### config.mk
export PLATFORM = sky130hd
export DESIGN_NAME = voxel_chunk_rle_encoder
export DESIGN_NICKNAME = d
export VERILOG_FILES = /design/src/rtl/vcrle_pkg.sv /design/src/rtl/vcrle_front.sv /design/src/rtl/vcrle_cmd_fifo.sv /design/src/rtl/vcrle_back.sv /design/src/rtl/voxel_chunk_rle_encoder.sv
export SDC_FILE = /design/constraint.sdc
export NUM_CORES = 1
export LEC_CHECK = 0
export ABC_CLOCK_PERIOD_IN_PS = 10200
export BUFFER_PORTS_ARGS = -buffer_cell sky130_fd_sc_hd__buf_2
export CAP_MARGIN = 20
export CORE_ASPECT_RATIO = 1.5
export CORE_MARGIN = 3
export CORE_UTILIZATION = 65
export CTS_CLUSTER_DIAMETER = 50
export DETAILED_ROUTE_END_ITERATION = 10
export GPL_ROUTABILITY_DRIVEN = 0
export GPL_TIMING_DRIVEN = 0
export PLACE_DENSITY = 0.86
export SLEW_MARGIN = 20
export SYNTH_ARGS = -nofsm -noshare
export SYNTH_HDL_FRONTEND = slang
export SYNTH_SLANG_ARGS = --single-unit
### constraint.sdc
create_clock -name clk_i -period 10.2 [get_ports clk_i]
set_input_delay 1.53 -clock clk_i [delete_from_list [all_inputs] [get_ports clk_i]]
set_output_delay 1.53 -clock clk_i [all_outputs]
set_load 0.005 [all_outputs]
### src/rtl/vcrle_pkg.sv
package vcrle_pkg;

  // Chunk class codes as they arrive with the first item of a chunk.
  localparam logic [1:0] CLASS_EMPTY   = 2'd0;
  localparam logic [1:0] CLASS_UNIFORM = 2'd1;
  localparam logic [1:0] CLASS_MIXED   = 2'd2;

  // Tag bytes that open a chunk's save stream.
  localparam logic [7:0] TAG_EMPTY   = 8'h00;
  localparam logic [7:0] TAG_UNIFORM = 8'h01;
  localparam logic [7:0] TAG_MIXED   = 8'h02;

  // Saturation value of a run count.
  localparam logic [15:0] RUN_MAX = 16'hffff;

  // Depth of the command queue between the front and the back.
  localparam int unsigned CMD_DEPTH = 4;
  localparam int unsigned CMD_PTR_W = $clog2(CMD_DEPTH);

  // One input item.
  typedef struct packed {
    logic [7:0] block_id;
    logic [1:0] chunk_class;
    logic       first_of_chunk;
    logic       last_of_chunk;
  } in_item_t;

  // One result item.
  typedef struct packed {
    logic [7:0] out_byte;
    logic       last_byte;
  } out_item_t;

  // Bytes caused by one item: up to three leading bytes (tag, tag and id,
  // or a finished run), then optionally the closing run of a mixed chunk.
  typedef struct packed {
    logic [2:0][7:0] head_bytes;
    logic [1:0]      head_cnt;
    logic            tail_en;
    logic [15:0]     tail_len;
    logic [7:0]      tail_val;
  } cmd_t;

endpackage

### src/rtl/vcrle_front.sv
module vcrle_front import vcrle_pkg::*; (
  input  logic     clk_i,
  input  logic     rst_ni,
  input  logic     accept_i,
  input  in_item_t item_i,
  output logic     cmd_push_o,
  output cmd_t     cmd_o
);

  logic [7:0]  run_value_q, run_value_d;
  logic [15:0] run_length_q, run_length_d;
  logic [1:0]  class_q, class_d;

  // Classify the item, update the run state and collect the bytes it causes.
  always_comb begin
    run_value_d  = run_value_q;
    run_length_d = run_length_q;
    class_d      = class_q;
    cmd_o        = '0;
    if (item_i.first_of_chunk) begin
      class_d      = item_i.chunk_class;
      run_length_d = '0;
      case (item_i.chunk_class)
        CLASS_EMPTY: begin
          cmd_o.head_bytes[0] = TAG_EMPTY;
          cmd_o.head_cnt      = 2'd1;
        end
        CLASS_MIXED: begin
          cmd_o.head_bytes[0] = TAG_MIXED;
          cmd_o.head_cnt      = 2'd1;
          run_value_d         = item_i.block_id;
          run_length_d        = 16'd1;
        end
        default: begin
          cmd_o.head_bytes[0] = TAG_UNIFORM;
          cmd_o.head_bytes[1] = item_i.block_id;
          cmd_o.head_cnt      = 2'd2;
        end
      endcase
    end else if (class_q == CLASS_MIXED) begin
      if (run_length_q == '0) begin
        run_value_d  = item_i.block_id;
        run_length_d = 16'd1;
      end else if (item_i.block_id == run_value_q) begin
        if (run_length_q != RUN_MAX) begin
          run_length_d = run_length_q + 16'd1;
        end
      end else begin
        cmd_o.head_bytes[0] = run_length_q[7:0];
        cmd_o.head_bytes[1] = run_length_q[15:8];
        cmd_o.head_bytes[2] = run_value_q;
        cmd_o.head_cnt      = 2'd3;
        run_value_d         = item_i.block_id;
        run_length_d        = 16'd1;
      end
    end
    // The last item of a chunk closes the open run and ends the chunk.
    if (item_i.last_of_chunk) begin
      if (class_d == CLASS_MIXED && run_length_d != '0) begin
        cmd_o.tail_en  = 1'b1;
        cmd_o.tail_len = run_length_d;
        cmd_o.tail_val = run_value_d;
      end
      class_d      = CLASS_EMPTY;
      run_length_d = '0;
    end
  end

  // Only items that cause bytes enter the command queue.
  assign cmd_push_o = accept_i && (cmd_o.head_cnt != 2'd0 || cmd_o.tail_en);

  always_ff @(posedge clk_i or negedge rst_ni) begin
    if (!rst_ni) begin
      run_value_q  <= '0;
      run_length_q <= '0;
      class_q      <= CLASS_EMPTY;
    end else if (accept_i) begin
      run_value_q  <= run_value_d;
      run_length_q <= run_length_d;
      class_q      <= class_d;
    end
  end

endmodule

### src/rtl/vcrle_cmd_fifo.sv
module vcrle_cmd_fifo import vcrle_pkg::*; (
  input  logic clk_i,
  input  logic rst_ni,
  input  logic push_i,
  input  cmd_t cmd_i,
  output logic full_o,
  input  logic pop_i,
  output logic empty_o,
  output cmd_t cmd_o
);

  cmd_t                 mem_q [CMD_DEPTH];
  logic [CMD_PTR_W-1:0] wr_ptr_q, rd_ptr_q;
  logic [CMD_PTR_W:0]   count_q;
  logic                 do_push, do_pop;

  assign full_o  = (count_q == (CMD_PTR_W + 1)'(CMD_DEPTH));
  assign empty_o = (count_q == '0);
  assign do_push = push_i && !full_o;
  assign do_pop  = pop_i && !empty_o;
  assign cmd_o   = mem_q[rd_ptr_q];

  // Storage for queued commands.
  always_ff @(posedge clk_i) begin
    if (do_push) begin
      mem_q[wr_ptr_q] <= cmd_i;
    end
  end

  // Pointers and fill count.
  always_ff @(posedge clk_i or negedge rst_ni) begin
    if (!rst_ni) begin
      wr_ptr_q <= '0;
      rd_ptr_q <= '0;
      count_q  <= '0;
    end else begin
      if (do_push) begin
        wr_ptr_q <= wr_ptr_q + 1'b1;
      end
      if (do_pop) begin
        rd_ptr_q <= rd_ptr_q + 1'b1;
      end
      if (do_push && !do_pop) begin
        count_q <= count_q + 1'b1;
      end else if (do_pop && !do_push) begin
        count_q <= count_q - 1'b1;
      end
    end
  end

endmodule

### src/rtl/vcrle_back.sv
module vcrle_back import vcrle_pkg::*; (
  input  logic      clk_i,
  input  logic      rst_ni,
  input  logic      cmd_empty_i,
  input  cmd_t      cmd_i,
  output logic      cmd_pop_o,
  output logic      empty_o,
  input  logic      pop_i,
  output out_item_t result_o
);

  logic [2:0] idx_q, idx_d;
  logic [2:0] total;
  logic [2:0] tail_idx;
  logic       take;
  logic       at_end;

  // Number of bytes in the head command and position inside the closing run.
  assign total    = {1'b0, cmd_i.head_cnt} + (cmd_i.tail_en ? 3'd3 : 3'd0);
  assign tail_idx = idx_q - {1'b0, cmd_i.head_cnt};
  assign at_end   = (idx_q == total - 3'd1);
  assign empty_o  = cmd_empty_i;
  assign take     = pop_i && !cmd_empty_i;

  // Select the byte at the current position of the command.
  always_comb begin
    if (idx_q < {1'b0, cmd_i.head_cnt}) begin
      result_o.out_byte = cmd_i.head_bytes[idx_q[1:0]];
    end else begin
      case (tail_idx)
        3'd0:    result_o.out_byte = cmd_i.tail_len[7:0];
        3'd1:    result_o.out_byte = cmd_i.tail_len[15:8];
        default: result_o.out_byte = cmd_i.tail_val;
      endcase
    end
    result_o.last_byte = at_end;
  end

  // Step through the command, releasing it after its final byte.
  assign cmd_pop_o = take && at_end;

  always_comb begin
    idx_d = idx_q;
    if (take) begin
      idx_d = at_end ? 3'd0 : idx_q + 3'd1;
    end
  end

  always_ff @(posedge clk_i or negedge rst_ni) begin
    if (!rst_ni) begin
      idx_q <= '0;
    end else begin
      idx_q <= idx_d;
    end
  end

endmodule

### src/rtl/voxel_chunk_rle_encoder.sv
// Run-length encoder for voxel chunks. Feed the chunk's block ids in scan
// order with the chunk class and first and last marks; the block returns the
// chunk's save bytes (tag, then id or run records of a 16-bit count, low byte
// first, and the id), with last_byte set on the final byte each item causes.
// An item is accepted in every cycle in which the four-entry command queue
// has room, and its first byte can be taken in the next cycle. Bytes leave
// at one per cycle from the byte sequencer while pop holds, and an item
// causes zero to six bytes, so the sustained input rate is one item per cycle
// while items cause at most one byte each, otherwise the output byte rate.
module voxel_chunk_rle_encoder import vcrle_pkg::*; (
  input  logic      clk_i,
  input  logic      rst_ni,
  input  logic      push,
  output logic      full,
  input  in_item_t  item_i,
  output logic      empty,
  input  logic      pop,
  output out_item_t result_o
);

  logic accept;
  logic cmd_push, cmd_pop, cmd_full, cmd_empty;
  cmd_t cmd_in, cmd_out;

  assign full   = cmd_full;
  assign accept = push && !cmd_full;

  vcrle_front u_front (
    .clk_i      (clk_i),
    .rst_ni     (rst_ni),
    .accept_i   (accept),
    .item_i     (item_i),
    .cmd_push_o (cmd_push),
    .cmd_o      (cmd_in)
  );

  vcrle_cmd_fifo u_fifo (
    .clk_i   (clk_i),
    .rst_ni  (rst_ni),
    .push_i  (cmd_push),
    .cmd_i   (cmd_in),
    .full_o  (cmd_full),
    .pop_i   (cmd_pop),
    .empty_o (cmd_empty),
    .cmd_o   (cmd_out)
  );

  vcrle_back u_back (
    .clk_i       (clk_i),
    .rst_ni      (rst_ni),
    .cmd_empty_i (cmd_empty),
    .cmd_i       (cmd_out),
    .cmd_pop_o   (cmd_pop),
    .empty_o     (empty),
    .pop_i       (pop),
    .result_o    (result_o)
  );

endmodule

==> summary.txt <==
Status
  • Status: finished clean

Placement
  • I/O Buffers: 25
  • Area after DPL: ~12000 µm²
  • DP HPWL: 17600 µm
  • Dpl ws: 4570 ps
  • Placed cell count: 949

Timing
  • Worst setup margin: 4010 ps
  • Clk_skew: 28.2 ps
  • Tmin final: ~6200 ps
  • Rel. slew slack: 30.8%
  • Worst-Margin Slew: 1040 ps
  • Period utilisation layout: 60.7%
  • Pins Over Slew Limit: 0
  • Fin. Hold Viols: 0
  • Post-Route Setup TNS: 0 ps
  • Setup-failing EPs final: 0
  • FMAX: 0.162 GHz
  • Final hold slack: 531 ps
  • RSZ-0062 raised after global routing: no

Detailed routing
  • DR top layer: met4
  • Initial DRC Count: 915
  • First-pass DRT Iterations: 7
  • WL met3: between 2000 and 2500 µm
  • Post-DRT Antenna Nets: 0
  • Vias/cell: 6.96
  • DRC: 0
  • Met1 Wirelength: about 9000 µm
  • DR vias: 6867
  • WL per Instance: between 20 and 30 µm
  • Final WL: 26400 µm
  • WL met2: roughly 14000 µm

Pwr
  • Pwr dens: 269 nW/µm²
  • Peak supply drop: approximately 0.19 mV
  • Leakage: 4.42 nW
  • Total power: 3.29 mW

Die
  • # rows: 57
  • Die Ht: about 160 µm
  • Num ports: 27
  • Initial Util: 66.8%
  • Core ar.: 16300 µm²
  • Die area: between 15000 and 20000 µm²
  • Die Span X: 112 µm

Synth
  • Yosys cell types: 58
  • Yosys top cell area share: approximately 56%
  • Cell taking the most area after synthesis: edfxtp_1
  • Fraction of registers with async set/reset: approximately 15%
  • Synth Area per Inst: 15.4 µm²
  • Most common flop cell mapped by yosys: edfxtp_1
  • Synth area leaders: edfxtp_1, mux4_2, dfrtp_1
  • Syn Nets: between 700 and 800
  • Register area share after synthesis: about 64%
  • Mapped cell area: 10900 µm²
  • Number of synthesis warnings: 0
  • Yosys reg bits: 240
  • Post-Synthesis Cells: 710
  • EDFF count, synth: 204

Clocking
  • Post-CTS setup buffers: 0
  • Clock Latency Late Sink: 510 ps
  • Clock root buffer: clkbuf_16
  • Post-cts repair resize count: 0
  • H-Tree Depth: 1
  • CTS Sinks: between 200 and 250
  • CTS Buf Count: 21
  • Hold_buf cts: 0
  • Clock Tree Buf Depth: 3
  • Clk pin slew, worst setup/hold paths: 70 ps
  • CTS tree: yes

GRT
  • Remaining Overflow, GRT: 0
  • GRT Resource Usage Total: 29.4%
  • Global-route wire length before repair: 40800 µm
  • Initial antenna violation count: 0
  • Number of global-route vias before repair: 6862
  • Largest net degree at the start of global routing: 37

Setup path
  • Most frequent CP cell: buf_1
  • Req. time, crit path: between 8000 and 9000 ps
  • Critical path cell sequence: clkbuf_1 -> buf_1 -> mux4_2 -> inv_1 -> ha_1 -> a211oi_1 -> buf_1 -> nand2_1 -> o21ai_0 -> buf_2
  • Crit Path Max Fanout: 10
  • R2R Setup Slk: 5250 ps
  • Slowest stage delay, CP: 790 ps
  • Critical path class: reg -> out
  • Endpoint type of the worst setup path: output port
  • Slowest CP cell: a211oi_1
  • Critical Path Source Type: flip-flop
  • Arr. time, crit path: 4660 ps

Layout
  • Share of cells above drive strength 1: 20.4%
  • Post-route cell area: 12200 µm²
  • Layout Nets: 797
  • Ant. Diodes: 0
  • Final core utilization: 74.9%
  • Final Non-Filler Cells: ~990
  • Layout area overhead: 12.0%
  • Fillers: 899

Hold path
  • HP Class: reg -> reg

Run
  • Max-cap viol count: 0
-- layout by cell type, fill, tap and decap left out, types with 9 or more instances in the layout --
master and count:
clkbuf_1 25, o22ai_1 9, a22o_1 9, mux4_2 51, nor2_1 40, dfrtp_1 36, nor3_1 12, mux2_2 10
ha_1 13, edfxtp_1 204, xnor2_1 16, xor2_1 15, clkbuf_16 21, a21oi_1 17, o21ai_0 26, inv_1 36
nand2_1 43, buf_2 35, o31ai_1 12, mux2i_1 27, and2_1 20
-- flip-flops by register name (all words and copies together), names as in the netlist --
name	count
u_fifo.mem_q	204
u_front.run_length_q	16
u_front.run_value_q	8
u_fifo.count_q	3
u_fifo.wr_ptr_q	2
u_front.class_q	2
u_fifo.rd_ptr_q	2
u_back.idx_q	3
-- critical path, delay by kind of cell, from the launching register on --
family,cells,cell delay [ps]
AO/OA/AOI/OAI,2,920
AND/OR/NAND/NOR,1,160
adder cells (fa/ha/maj),1,230
multiplexers,1,630
buffers and inverters,5,1870
flip-flops,1,340
-- layer usage --
metal / vias to the layer above / GRT usage [%]
met3: 82 / 4.11
met5: - / 0
met2: 486 / 50.7
met1: 3456 / 37.7
met4: 0 / 12.8
li1: 2843 / -
-- where the power goes --
part	internal (mW)	switching, mW	total (mW)
Sequential	1.20	0.0757	1.28
Combinational	0.513	0.691	1.20
Clock	0.466	0.343	0.808
Total	2.18	1.11	3.29
-- logic make-up after synthesis --
family / after synthesis / share of synthesized area (%)
AO/OA/AOI/OAI: 97 / 6.27
XOR/XNOR: 31 / 2.49
adder cells (fa/ha/maj): 15 / 1.86
buffers and inverters: 73 / 2.69
flip-flops: 240 / 64.4
multiplexers: 89 / 14.2
AND/OR/NAND/NOR: 165 / 8.15
-- cells in the mapped netlist (3+ instances only) --
master    number
a21o_1         3
a21oi_1       17
a22o_1         9
a31oi_1        5
and2_1        20
and3_1         5
buf_1          6
buf_2         10
clkbuf_1      18
dfrtp_1       36
edfxtp_1     204
ha_1          13
inv_1         36
mux2_2        10
mux2i_1       27
mux4_2        51
nand2_1       43
nand2b_1       7
nand3_1        7
nand4_1        5
nor2_1        44
nor3_1        12
nor4_1         4
o21ai_0       26
o22ai_1        9
o31ai_1       12
o41ai_1        3
xnor2_1       16
xor2_1        15
-- path summary, 6_finish.rpt --
kind | start | end | cells after the start
setup / recovery | u_fifo.rd_ptr_q[0] | result_o[7] | 10
hold / removal | u_front.class_q[0] | u_front.class_q[0] | 1
setup reg to reg | u_fifo.rd_ptr_q[0] | u_fifo.count_q[1] | 14
hold reg to reg | u_front.class_q[0] | u_front.class_q[0] | 1
max in group asynchronous | rst_ni | u_front.run_length_q[6] | 1
min in group asynchronous | rst_ni | u_fifo.wr_ptr_q[1] | 1
-- final cells by class --
type	instances	area, µm²	share of cell area [%]
plain buffers	36	155	1.27
clock buffers	29	566	4.62
clock inverters	9	121	0.993
inverters	37	139	1.14
multi-input cells	397	3620	29.6
flip-flops and latches	240	7030	57.5
well taps	206	258	2.11
repair buffers	33	338	2.76
Power figures use the tool's default switching activity.
